==> src/hdl/rfbe_pkg.sv <==
package rfbe_pkg;

  localparam int CRD_W   = 20;
  localparam int CFG_W   = 7;
  localparam int CFG_IDX_W = 2;
  localparam int PIX_W   = 32;
  localparam int EXT_W   = 14;

  localparam logic [CFG_IDX_W-1:0] CFG_WIDTH  = 2'd0;
  localparam logic [CFG_IDX_W-1:0] CFG_HEIGHT = 2'd1;

  typedef enum logic [1:0] {
    REQ_FILL = 2'd0,
    REQ_BLIT = 2'd1,
    REQ_READ = 2'd2,
    REQ_NONE = 2'd3
  } req_e;

  typedef enum logic [3:0] {
    ST_CLEAR,
    ST_IDLE,
    ST_CLIP_SRC,
    ST_CLIP_DST,
    ST_LIM_SRC,
    ST_LIM_DST,
    ST_PLAN,
    ST_ADDR,
    ST_RUN,
    ST_DRAIN,
    ST_DONE
  } state_e;

  typedef struct packed {
    logic [PIX_W-1:0] read_pixel;
    logic             clipped_empty;
  } res_t;

endpackage

==> src/hdl/rfbe_if.sv <==
interface rfbe_req_if;
  logic               valid;
  logic               ready;
  logic [1:0]         req_type;
  logic signed [15:0] dst_x;
  logic signed [15:0] dst_y;
  logic signed [15:0] src_x;
  logic signed [15:0] src_y;
  logic signed [15:0] rect_w;
  logic signed [15:0] rect_h;
  logic [31:0]        fill_color;

  modport source (output valid, req_type, dst_x, dst_y, src_x, src_y, rect_w, rect_h,
                  fill_color, input ready);
  modport sink (input valid, req_type, dst_x, dst_y, src_x, src_y, rect_w, rect_h,
                fill_color, output ready);
endinterface


==> src/hdl/rfbe_ctrl.sv <==
module rfbe_ctrl #(
  parameter int MAX_WIDTH  = 64,
  parameter int MAX_HEIGHT = 64,
  parameter int XW         = 7,
  parameter int YW         = 7,
  parameter int DEPTH      = 4096,
  parameter int AW         = 12
) (
  input  logic                       clk_i,
  input  logic                       rst_ni,
  input  logic [XW-1:0]              sw_i,
  input  logic [YW-1:0]              sh_i,
  rfbe_req_if.sink                   req_i,
  output logic                       mem_we_o,
  output logic [AW-1:0]              mem_waddr_o,
  output logic [rfbe_pkg::PIX_W-1:0] mem_wdata_o,
  output logic [AW-1:0]              mem_raddr_o,
  input  logic [rfbe_pkg::PIX_W-1:0] mem_rdata_i,
  output logic                       res_valid_o,
  output rfbe_pkg::res_t             res_o,
  input  logic                       res_free_i
);
  import rfbe_pkg::*;

  localparam int PW = XW + YW + 1;

  state_e state_q, state_d;

  logic signed [CRD_W-1:0] sx_q, sy_q, dx_q, dy_q, w_q, h_q;
  logic signed [CRD_W-1:0] swc, shc;
  req_e                    kind_q;
  logic [PIX_W-1:0]        color_q, pix_q;
  logic                    empty_q, back_q, pend_q;
  logic [AW-1:0]           clr_q, daddr_q, saddr_q, pend_addr_q, step;
  logic [YW-1:0]           drow_q, srow_q, row_q;
  logic [XW-1:0]           dcol_q, scol_q, col_q, wn_q, gap_q;
  logic [PW-1:0]           dprod, sprod;
  logic                    is_empty, last_px;

  assign swc = CRD_W'(sw_i);
  assign shc = CRD_W'(sh_i);
  assign is_empty = (w_q <= 0) || (h_q <= 0);
  assign last_px = (col_q == XW'(1)) && (row_q == YW'(1));
  assign dprod = PW'(drow_q) * PW'(sw_i) + PW'(dcol_q);
  assign sprod = PW'(srow_q) * PW'(sw_i) + PW'(scol_q);
  assign step = (col_q == XW'(1)) ? AW'(gap_q) + AW'(1) : AW'(1);

  always_comb begin
    state_d = state_q;
    case (state_q)
      ST_CLEAR:    if (clr_q == AW'(DEPTH - 1)) state_d = ST_IDLE;
      ST_IDLE: begin
        if (req_i.valid) begin
          state_d = (req_e'(req_i.req_type) == REQ_NONE) ? ST_DONE : ST_CLIP_SRC;
        end
      end
      ST_CLIP_SRC: state_d = ST_CLIP_DST;
      ST_CLIP_DST: state_d = ST_LIM_SRC;
      ST_LIM_SRC:  state_d = ST_LIM_DST;
      ST_LIM_DST:  state_d = ST_PLAN;
      ST_PLAN:     state_d = is_empty ? ST_DONE : ST_ADDR;
      ST_ADDR:     state_d = ST_RUN;
      ST_RUN:      if (last_px) state_d = ST_DRAIN;
      ST_DRAIN:    state_d = ST_DONE;
      ST_DONE:     if (res_free_i) state_d = ST_IDLE;
      default:     state_d = ST_IDLE;
    endcase
  end

  always_comb begin
    req_i.ready = (state_q == ST_IDLE);
    res_valid_o = (state_q == ST_DONE);
    res_o.read_pixel = pix_q;
    res_o.clipped_empty = empty_q;
    mem_raddr_o = (kind_q == REQ_READ) ? daddr_q : saddr_q;
    mem_we_o = 1'b0;
    mem_waddr_o = pend_addr_q;
    mem_wdata_o = mem_rdata_i;
    if (state_q == ST_CLEAR) begin
      mem_we_o = 1'b1;
      mem_waddr_o = clr_q;
      mem_wdata_o = '0;
    end else if (state_q == ST_RUN && kind_q == REQ_FILL) begin
      mem_we_o = 1'b1;
      mem_waddr_o = daddr_q;
      mem_wdata_o = color_q;
    end else if (pend_q) begin
      mem_we_o = 1'b1;
    end
  end

  always_ff @(posedge clk_i or negedge rst_ni) begin
    if (!rst_ni) begin
      state_q <= ST_CLEAR;
      clr_q <= '0;
      pend_q <= 1'b0;
    end else begin
      state_q <= state_d;
      if (state_q == ST_CLEAR) begin
        clr_q <= clr_q + AW'(1);
      end
      pend_q <= (state_q == ST_RUN) && (kind_q == REQ_BLIT);
    end
  end

  always_ff @(posedge clk_i) begin
    pend_addr_q <= daddr_q;
    case (state_q)
      ST_IDLE: begin
        kind_q <= req_e'(req_i.req_type);
        color_q <= req_i.fill_color;
        empty_q <= 1'b0;
        pix_q <= '0;
        dx_q <= CRD_W'(req_i.dst_x);
        dy_q <= CRD_W'(req_i.dst_y);
        if (req_e'(req_i.req_type) == REQ_BLIT) begin
          sx_q <= CRD_W'(req_i.src_x);
          sy_q <= CRD_W'(req_i.src_y);
        end else begin
          sx_q <= CRD_W'(req_i.dst_x);
          sy_q <= CRD_W'(req_i.dst_y);
        end
        if (req_e'(req_i.req_type) == REQ_READ) begin
          w_q <= CRD_W'(1);
          h_q <= CRD_W'(1);
        end else begin
          w_q <= CRD_W'(req_i.rect_w);
          h_q <= CRD_W'(req_i.rect_h);
        end
      end
      ST_CLIP_SRC: begin
        if (sx_q < 0) begin
          w_q <= w_q + sx_q;
          dx_q <= dx_q - sx_q;
          sx_q <= '0;
        end
        if (sy_q < 0) begin
          h_q <= h_q + sy_q;
          dy_q <= dy_q - sy_q;
          sy_q <= '0;
        end
      end
      ST_CLIP_DST: begin
        if (dx_q < 0) begin
          w_q <= w_q + dx_q;
          sx_q <= sx_q - dx_q;
          dx_q <= '0;
        end
        if (dy_q < 0) begin
          h_q <= h_q + dy_q;
          sy_q <= sy_q - dy_q;
          dy_q <= '0;
        end
      end
      ST_LIM_SRC: begin
        if (sx_q + w_q > swc) w_q <= swc - sx_q;
        if (sy_q + h_q > shc) h_q <= shc - sy_q;
      end
      ST_LIM_DST: begin
        if (dx_q + w_q > swc) w_q <= swc - dx_q;
        if (dy_q + h_q > shc) h_q <= shc - dy_q;
      end
      ST_PLAN: begin
        empty_q <= is_empty;
        back_q <= (dy_q > sy_q) || ((dy_q == sy_q) && (dx_q > sx_q));
        wn_q <= XW'(w_q);
        col_q <= XW'(w_q);
        row_q <= YW'(h_q);
        gap_q <= XW'(swc - w_q);
        if ((dy_q > sy_q) || ((dy_q == sy_q) && (dx_q > sx_q))) begin
          drow_q <= YW'(dy_q + h_q - CRD_W'(1));
          srow_q <= YW'(sy_q + h_q - CRD_W'(1));
          dcol_q <= XW'(dx_q + w_q - CRD_W'(1));
          scol_q <= XW'(sx_q + w_q - CRD_W'(1));
        end else begin
          drow_q <= YW'(dy_q);
          srow_q <= YW'(sy_q);
          dcol_q <= XW'(dx_q);
          scol_q <= XW'(sx_q);
        end
      end
      ST_ADDR: begin
        daddr_q <= AW'(dprod);
        saddr_q <= AW'(sprod);
      end
      ST_RUN: begin
        if (col_q == XW'(1)) begin
          col_q <= wn_q;
          row_q <= row_q - YW'(1);
        end else begin
          col_q <= col_q - XW'(1);
        end
        if (back_q) begin
          daddr_q <= daddr_q - step;
          saddr_q <= saddr_q - step;
        end else begin
          daddr_q <= daddr_q + step;
          saddr_q <= saddr_q + step;
        end
      end
      ST_DRAIN: begin
        if (kind_q == REQ_READ) pix_q <= mem_rdata_i;
      end
      default: begin
      end
    endcase
  end

`ifndef NO_ASSERTIONS
  a_pend_blit: assert property (@(posedge clk_i) disable iff (!rst_ni)
    pend_q |-> kind_q == REQ_BLIT)
    else $error("pending copy write outside a blit");
  a_run_counts: assert property (@(posedge clk_i) disable iff (!rst_ni)
    state_q == ST_RUN |-> (col_q != '0) && (row_q != '0))
    else $error("pixel walk with an exhausted counter");
  a_idle_quiet: assert property (@(posedge clk_i) disable iff (!rst_ni)
    state_q == ST_IDLE |-> !pend_q && !mem_we_o)
    else $error("store written while idle");
  a_run_exit: assert property (@(posedge clk_i) disable iff (!rst_ni)
    (state_q == ST_RUN && last_px) |=> state_q == ST_DRAIN)
    else $error("walk did not end after its last pixel");
`endif

endmodule
==> src/flat_wrapper.sv <==
// flat-port wrapper written by rule: the top's interface ports become plain ports
module rfbe_ctrl_flat import rfbe_pkg::*;
#(
  parameter int MAX_WIDTH  = 64,
  parameter int MAX_HEIGHT = 64,
  parameter int XW         = 7,
  parameter int YW         = 7,
  parameter int DEPTH      = 4096,
  parameter int AW         = 12
)
  (clk_i, rst_ni, sw_i, sh_i, mem_we_o, mem_waddr_o, mem_wdata_o, mem_raddr_o, mem_rdata_i, res_valid_o, res_o, res_free_i, req_i_valid, req_i_req_type, req_i_dst_x, req_i_dst_y, req_i_src_x, req_i_src_y, req_i_rect_w, req_i_rect_h, req_i_fill_color, req_i_ready);
  rfbe_req_if req_i_i ();
  input  logic clk_i;
  input  logic rst_ni;
  input  logic [XW-1:0] sw_i;
  input  logic [YW-1:0] sh_i;
  output logic mem_we_o;
  output logic [AW-1:0] mem_waddr_o;
  output logic [rfbe_pkg::PIX_W-1:0] mem_wdata_o;
  output logic [AW-1:0] mem_raddr_o;
  input  logic [rfbe_pkg::PIX_W-1:0] mem_rdata_i;
  output logic res_valid_o;
  output rfbe_pkg::res_t res_o;
  input  logic res_free_i;
  input wire logic [$bits(req_i_i.valid)-1:0] req_i_valid;
  input wire logic [$bits(req_i_i.req_type)-1:0] req_i_req_type;
  input wire logic [$bits(req_i_i.dst_x)-1:0] req_i_dst_x;
  input wire logic [$bits(req_i_i.dst_y)-1:0] req_i_dst_y;
  input wire logic [$bits(req_i_i.src_x)-1:0] req_i_src_x;
  input wire logic [$bits(req_i_i.src_y)-1:0] req_i_src_y;
  input wire logic [$bits(req_i_i.rect_w)-1:0] req_i_rect_w;
  input wire logic [$bits(req_i_i.rect_h)-1:0] req_i_rect_h;
  input wire logic [$bits(req_i_i.fill_color)-1:0] req_i_fill_color;
  output wire logic [$bits(req_i_i.ready)-1:0] req_i_ready;
  assign req_i_i.valid = req_i_valid;
  assign req_i_i.req_type = req_i_req_type;
  assign req_i_i.dst_x = req_i_dst_x;
  assign req_i_i.dst_y = req_i_dst_y;
  assign req_i_i.src_x = req_i_src_x;
  assign req_i_i.src_y = req_i_src_y;
  assign req_i_i.rect_w = req_i_rect_w;
  assign req_i_i.rect_h = req_i_rect_h;
  assign req_i_i.fill_color = req_i_fill_color;
  assign req_i_ready = req_i_i.ready;
  rfbe_ctrl #(.MAX_WIDTH(MAX_WIDTH), .MAX_HEIGHT(MAX_HEIGHT), .XW(XW), .YW(YW), .DEPTH(DEPTH), .AW(AW)) u_core (.clk_i(clk_i), .rst_ni(rst_ni), .sw_i(sw_i), .sh_i(sh_i), .req_i(req_i_i), .mem_we_o(mem_we_o), .mem_waddr_o(mem_waddr_o), .mem_wdata_o(mem_wdata_o), .mem_raddr_o(mem_raddr_o), .mem_rdata_i(mem_rdata_i), .res_valid_o(res_valid_o), .res_o(res_o), .res_free_i(res_free_i));
endmodule
==> config.mk <==
export PLATFORM = sky130hd
export DESIGN_NAME = rfbe_ctrl_flat
export DESIGN_NICKNAME = d
export VERILOG_FILES = /design/src/hdl/rfbe_pkg.sv /design/src/hdl/rfbe_if.sv /design/src/hdl/rfbe_ctrl.sv /design/src/flat_wrapper.sv
export SDC_FILE = /design/constraint.sdc
export NUM_CORES = 1
export LEC_CHECK = 0
export BUFFER_PORTS_ARGS = -buffer_cell sky130_fd_sc_hd__buf_2
export CAP_MARGIN = 25
export CORE_AREA = 3 3 215 301
export CTS_BUF_LIST = sky130_fd_sc_hd__clkbuf_4 sky130_fd_sc_hd__clkbuf_8 sky130_fd_sc_hd__clkbuf_16
export CTS_CLUSTER_DIAMETER = 120
export DETAILED_ROUTE_END_ITERATION = 10
export DIE_AREA = 0 0 218 304
export RECOVER_POWER = 100
export SYNTH_ARGS = -nofsm -noshare
export SYNTH_HDL_FRONTEND = slang
export SYNTH_SLANG_ARGS = --single-unit
==> constraint.sdc <==
create_clock -name clk_i -period 6.7 [get_ports clk_i]
set_input_delay 1.34 -clock clk_i [delete_from_list [all_inputs] [get_ports clk_i]]
set_output_delay 1.34 -clock clk_i [all_outputs]
set_load 0.01 [all_outputs]
; ---- Word-level counts from Yosys, hierarchy flattened
; Index checks and enable logic that the tools add are counted.
[totals]
ff_bits = 297
in_bits = 180
out_inout_bits = 92
wordCells = 177
[op_classes]
add_sub_neg = 27
mul = 2
n_lt_le_gt_ge = 12
n_eq_ne = 33
n_mux = 57
reduce_logical = 21
[op_table]
columns = operator, n
row1 = $mux 20, 20
row2 = $pmux 20 s3, 4
row3 = $pmux 20 s5, 2
row4 = $mux 32, 3
row5 = $add 20x20->20, 4
row6 = $gt 20x8->1, 4
row7 = $lt 20x1->1 const B, 4
row8 = $sub 20x20->20, 4
row9 = $sub 8x20->20, 4
row10 = $mux 12, 6
row11 = $pmux 32 s2, 1
row12 = $pmux 12 s2, 2
row13 = $pmux 4 s11, 1
row14 = $mux 7, 6
row15 = $gt 20x20->1, 2
row16 = $le 20x1->1 const B, 2
row17 = $pmux 7 s2, 2
row18 = $sub 7x2->7 const B, 4
row19 = $ne 2x1->1 const B, 13
row20 = $add 12x12->12, 2
row21 = $add 12x7->12, 2
row22 = $mul 7x7->12, 2
row23 = $mux 4, 6
row24 = $sub 12x12->12, 2
row25 = 27 further kinds, 50

; ---- Longest topological paths before layout
[logic_depth]
depth_word = 5
mapped_depth = 20
mapped_depth_nobuf = 20

; ---- Worst setup path after synthesis
; No wires, ideal clock.
[synth_timing]
path_kind = input port to flip-flop
from = input sw_i[6]
to = register u_core.daddr_q[10] (data pin)
setup_ns = 0.267
t_arrival_ns = 5.078
required_ns = 6.433
slack_ns = 1.356
path_stages = 18
path_buffers = 1
path_cell_list = clkbuf_1 > nand2_1 > fa_1 > fa_1 > inv_1 > fa_1 > inv_1 > fa_1 > inv_1 > ha_1 > a21boi_1 > o21ai_0 > nand2b_1 > a21o_1 > a21oi_1 > xnor2_1 > nand2_1 > o21ai_0
[synth_between]
elab_chain_len = 3
[synth_lines]
columns = element, line_no
row1 = from (decl), flat_wrapper.sv:15  ; input logic [XW-1:0] sw_i;
row2 = $mul 7x7->12, rfbe_ctrl.sv:44  ; assign dprod = PW'(drow_q) * PW'(sw_i) + PW'(dcol_q);
row3 = $add 12x7->12, rfbe_ctrl.sv:44
row4 = $pmux 12 s2, rfbe_ctrl.sv:108  ; case (state_q)
row5 = to (signal assigned), rfbe_ctrl.sv:183  ; daddr_q <= AW'(dprod);
row6 = to (signal assigned), rfbe_ctrl.sv:194  ; daddr_q <= daddr_q - step;
row7 = to (signal assigned), rfbe_ctrl.sv:197  ; daddr_q <= daddr_q + step;
row8 = to (decl), rfbe_ctrl.sv:34  ; logic [AW-1:0] clr_q, daddr_q, saddr_q, pend_addr_q, step;
; Every way passes these cells.
; A chain may end at the register's enable or synchronous reset.

; ---- Worst setup path in the final report
[layout_timing]
from = register u_core.dx_q[0]
to = register u_core.drow_q[6] (data pin)
[layout_between]
elab_chain_len = 4
[layout_lines]
columns = element, line_no
row1 = from (decl), rfbe_ctrl.sv:29  ; logic signed [CRD_W-1:0] sx_q, sy_q, dx_q, dy_q, w_q, h_q;
row2 = from (signal assigned), rfbe_ctrl.sv:114  ; dx_q <= CRD_W'(req_i.dst_x);
row3 = from (signal assigned), rfbe_ctrl.sv:134  ; dx_q <= dx_q - sx_q;
row4 = $gt 20x20->1, rfbe_ctrl.sv:170  ; if ((dy_q > sy_q) || ((dy_q == sy_q) && (dx_q > sx_q))) begin
row5 = $logic_and 1x1->1, rfbe_ctrl.sv:170
row6 = $logic_or 1x1->1, rfbe_ctrl.sv:170
row7 = $mux 7, rfbe_ctrl.sv:170
row8 = to (signal assigned), rfbe_ctrl.sv:171  ; drow_q <= YW'(dy_q + h_q - CRD_W'(1));
row9 = to (signal assigned), rfbe_ctrl.sv:176  ; drow_q <= YW'(dy_q);
row10 = to (decl), rfbe_ctrl.sv:35  ; logic [YW-1:0] drow_q, srow_q, row_q;
; Every way passes these cells.

==> flow_summary_export.csv <==
group,metric,value,unit
worst_setup_path,cp_max_fo,17,
global_routing,grt.overflow.total,0,
power,switching_share,49.6,%
hold_path,hold_class,"reg2reg",
route,drc,0,
cts,cts_made_buffers,37,
cts,root_buffer,"clkbuf_16",
route,firstDrtPassIters,5,
power,seq_power_share,22.5,%
finish,area_growth_syn_to_layout,11.8,%
timing,fin_crit_sh,88.6,%
worst_setup_path,cp_data_required_time,7.07,ns
floorplanning,die_h,304,µm
power,p_leak,13.2,nW
floorplanning,dieWidth,218,µm
yosys,async_reset_ff_share,5.72,%
floorplanning,start_util,44.7,%
timing,hold_violations,0,
cts,cts_setup_buffers,0,
timing,finClkSkew,0.0337,ns
global_routing,gr-usage-all-layers,27.0,%
global_routing,antenna_found_initial,1,
power,p_switching,8.44,mW
yosys,synth_common_cells,"ha_1 (289), nand2_1 (288), inv_1 (283)",
finish,multi_input_area,17600,µm²
yosys,synth_most_common_cell,"ha_1",
hold_path,hold_path.startpoint,"u_core.daddr_q[5]$_DFFE_PP_",
power,combPwrFrac,65.7,%
worst_setup_path,critPathBufInv,3,
timing,max_freq,169,MHz
worst_setup_path,timing.critical_path.cells,"inv_1 -> ha_1 -> inv_1 -> fa_1 -> a21o_1 -> a21o_1 -> a221oi_4 -> o221ai_1 -> o41ai_4 -> o21ai_0 -> nor4b_2 -> nor2_1 -> a21oi_1 -> buf_4 -> mux2i_1",
yosys,synth-seq-area-share,31.4,%
cts,cts_tree,"yes",
yosys,netlist_instances,3081,
worst_setup_path,cp_top_family,"compound AO/OA/AOI/OAI gates",
floorplanning,coreArea,62200,µm²
floorplanning,rows,108,
timing,final-setup-viol-count,0,
yosys,yosysWarnings,0,
worst_setup_path,ff2ff_path_depth,15,
global_routing,grt_max_degree,63,
finish,n_fill_cell,5946,
finish,seq_area,8710,µm²
route,via_count,24100,
cts,path_clk_slew,0.06,ns
cts,clock_path_buffers,3,
timing,holdWs,0.438,ns
yosys,syn_area,27800,µm²
route,via_per_inst,5.79,
run_status,status,"complete, but fails checks",
worst_setup_path,slowest_delay,1.46,ns
timing,worst_slew_pin_slew,3.25,ns
placed_design,dp_hpwl,72300,µm
run_status,violations,"max-capacitance violations, max-slew violations",
power,intPower,8.58,mW
floorplanning,die-area,66300,µm²
global_routing,grt_pass1_vias,24700,
yosys,yosys.area.top_type,"edfxtp_1",
finish,drive_above_1_share,9.37,%
flow_run,drv_cap,13,
power,power_density,548,nW/µm²
hold_path,min_path_cells,0,
finish,utilization,50.0,%
cts,cts_hold_buf,0,
yosys,synthFlopType,"edfxtp_1",
cts,cts-resized-gates,0,
yosys,syn_nets,3623,
placed_design,gp_congestion,0.940,
cts,clock_latency,0.58,ns
yosys,synth_area_leaders,"edfxtp_1 (29%), ha_1 (13%), xnor2_1 (5.6%)",
global_routing,grt_pass1_wl,140000,µm
route,first_iter_violations,1640,
worst_setup_path,cp.depth,15,
worst_setup_path,path_class,"reg2reg",
route,wirelength,91800,µm
yosys,ys_types,84,
yosys,syn_avg_cell_area,9.02,µm²
worst_setup_path,critPathSlowestCell,"a21oi_1",
timing,drv_slew,451,
cts,cts_num_sinks,297,
worst_setup_path,end_kind,"register",
yosys,synth_top_area_share,29.0,%
timing,fin_setup_tns,0,ns
placed_design,io_buffers,271,
cts,h-tree-depth,2,
yosys,ys_ff_latch,297,
route,ant_nets,0,
timing,grt_setup_unrepaired,"false",
placed_design,place_area,30100,µm²
finish,fin_nets,3845,
worst_setup_path,cp-start-kind,"register",
worst_setup_path,cp-startpoint,"u_core.dx_q[0]$_DFFE_PP_",
floorplanning,pin_count,272,
power,ir_drop,0.000275,V
route,avgRoutedWirePerCell,22.1,µm
worst_setup_path,worstPathArrival,6.30,ns
worst_setup_path,timing.rr.start,"u_core.dx_q[0]$_DFFE_PP_",
power,clockPowerShare,11.9,%
yosys,synth_edf_count,268,
timing,period_minus_slack,5.93,ns
finish,fin_area,31100,µm²
timing,worst_slew_margin_rel,-117,%
[metal layers]
layer,routed length [µm],vias up,global-route usage [%],share of wire [%]
li1,-,11400,-,-
met1,35200,11600,31.0,38
met2,47100,892,49.5,51
met3,5020,210,3.23,5.5
met4,4490,0,12.3,4.9
met5,0,-,0,0
[power groups by stage]
| stage | combinational (mW) | sequential [mW] | clock [mW] |
|---|---|---|---|
| 2_1_floorplan | 8.10 | 3.57 | 0 |
| 3_3_place_gp | 11.0 | 3.80 | 0 |
| 3_5_place_dp | 11.2 | 3.82 | 0 |
| 4_1_cts | 11.2 | 3.78 | 2.07 |
| 5_1_grt | 12.3 | 3.90 | 2.14 |
| 6_report | 11.2 | 3.82 | 2.02 |
[worst paths after layout]
| kind | endpoint | slack (ns) |
|---|---|---|
| worst max-delay path | u_core.drow_q[6]$_DFFE_PP_ | 0.77 |
| worst min-delay path | u_core.pend_addr_q[5]$_DFF_P_ | 0.44 |
| worst max register to register | u_core.drow_q[6]$_DFFE_PP_ | 0.77 |
| worst min register to register | u_core.pend_addr_q[5]$_DFF_P_ | 0.44 |
| max in group asynchronous | u_core.clr_q[8]$_DFFE_PN0P_ | 5.13 |
| min in group asynchronous | u_core.clr_q[4]$_DFFE_PN0P_ | 0.92 |
[sequential cells by signal, summed over array words and instances (netlist names), 20 cells and up]
register        flops
u_core.dx_q        20
u_core.pix_q       32
u_core.color_q     32
u_core.sy_q        20
u_core.dy_q        20
u_core.h_q         20
u_core.sx_q        20
u_core.w_q         20
[through the flow]
step           total power [mW]  setup slack [ns]  std cells
6_report                   17.0             0.767       4157
4_1_cts                    17.1              1.54       4154
3_3_place_gp               14.8              1.06       4084
2_1_floorplan              11.7              1.36       3081
5_1_grt                    18.3             0.589       4156
3_5_place_dp               15.0              1.02       4087
[area by class of cell]
type / count / area share, %
inverters: 287 / 3.47
clock buffers: 51 / 3.46
diodes: 1 / 0.00805
repair buffers: 304 / 4.68
flip-flops and latches: 297 / 28.0
clock inverters: 16 / 0.435
multi-input cells: 2376 / 56.6
well taps: 825 / 3.32
[cell usage in the layout (no fill, tap or decap), types with 38 or more instances in the layout]
cell type / n
a21o_1: 58
a21oi_1: 218
and2_1: 70
buf_2: 188
clkbuf_1: 101
clkbuf_16: 38
edfxtp_1: 268
fa_1: 73
ha_1: 289
inv_1: 284
mux2i_1: 75
nand2_1: 285
nand3_1: 54
nor2_1: 180
nor3_1: 61
o21ai_0: 191
xnor2_1: 178
xor2_1: 91
[cells by family after synthesis]
logic type,Yosys count,synth area share [%]
adders and majority gates,362,18.3
DFF,297,31.4
xor gates and xnor gates,269,8.48
and+or+nand+nor,875,15.1
AOI/OAI and AO/OA,781,17.8
muxes,89,3.27
buffers and inverters,408,5.68
No activity file was read; power rests on OpenSTA's default activity.
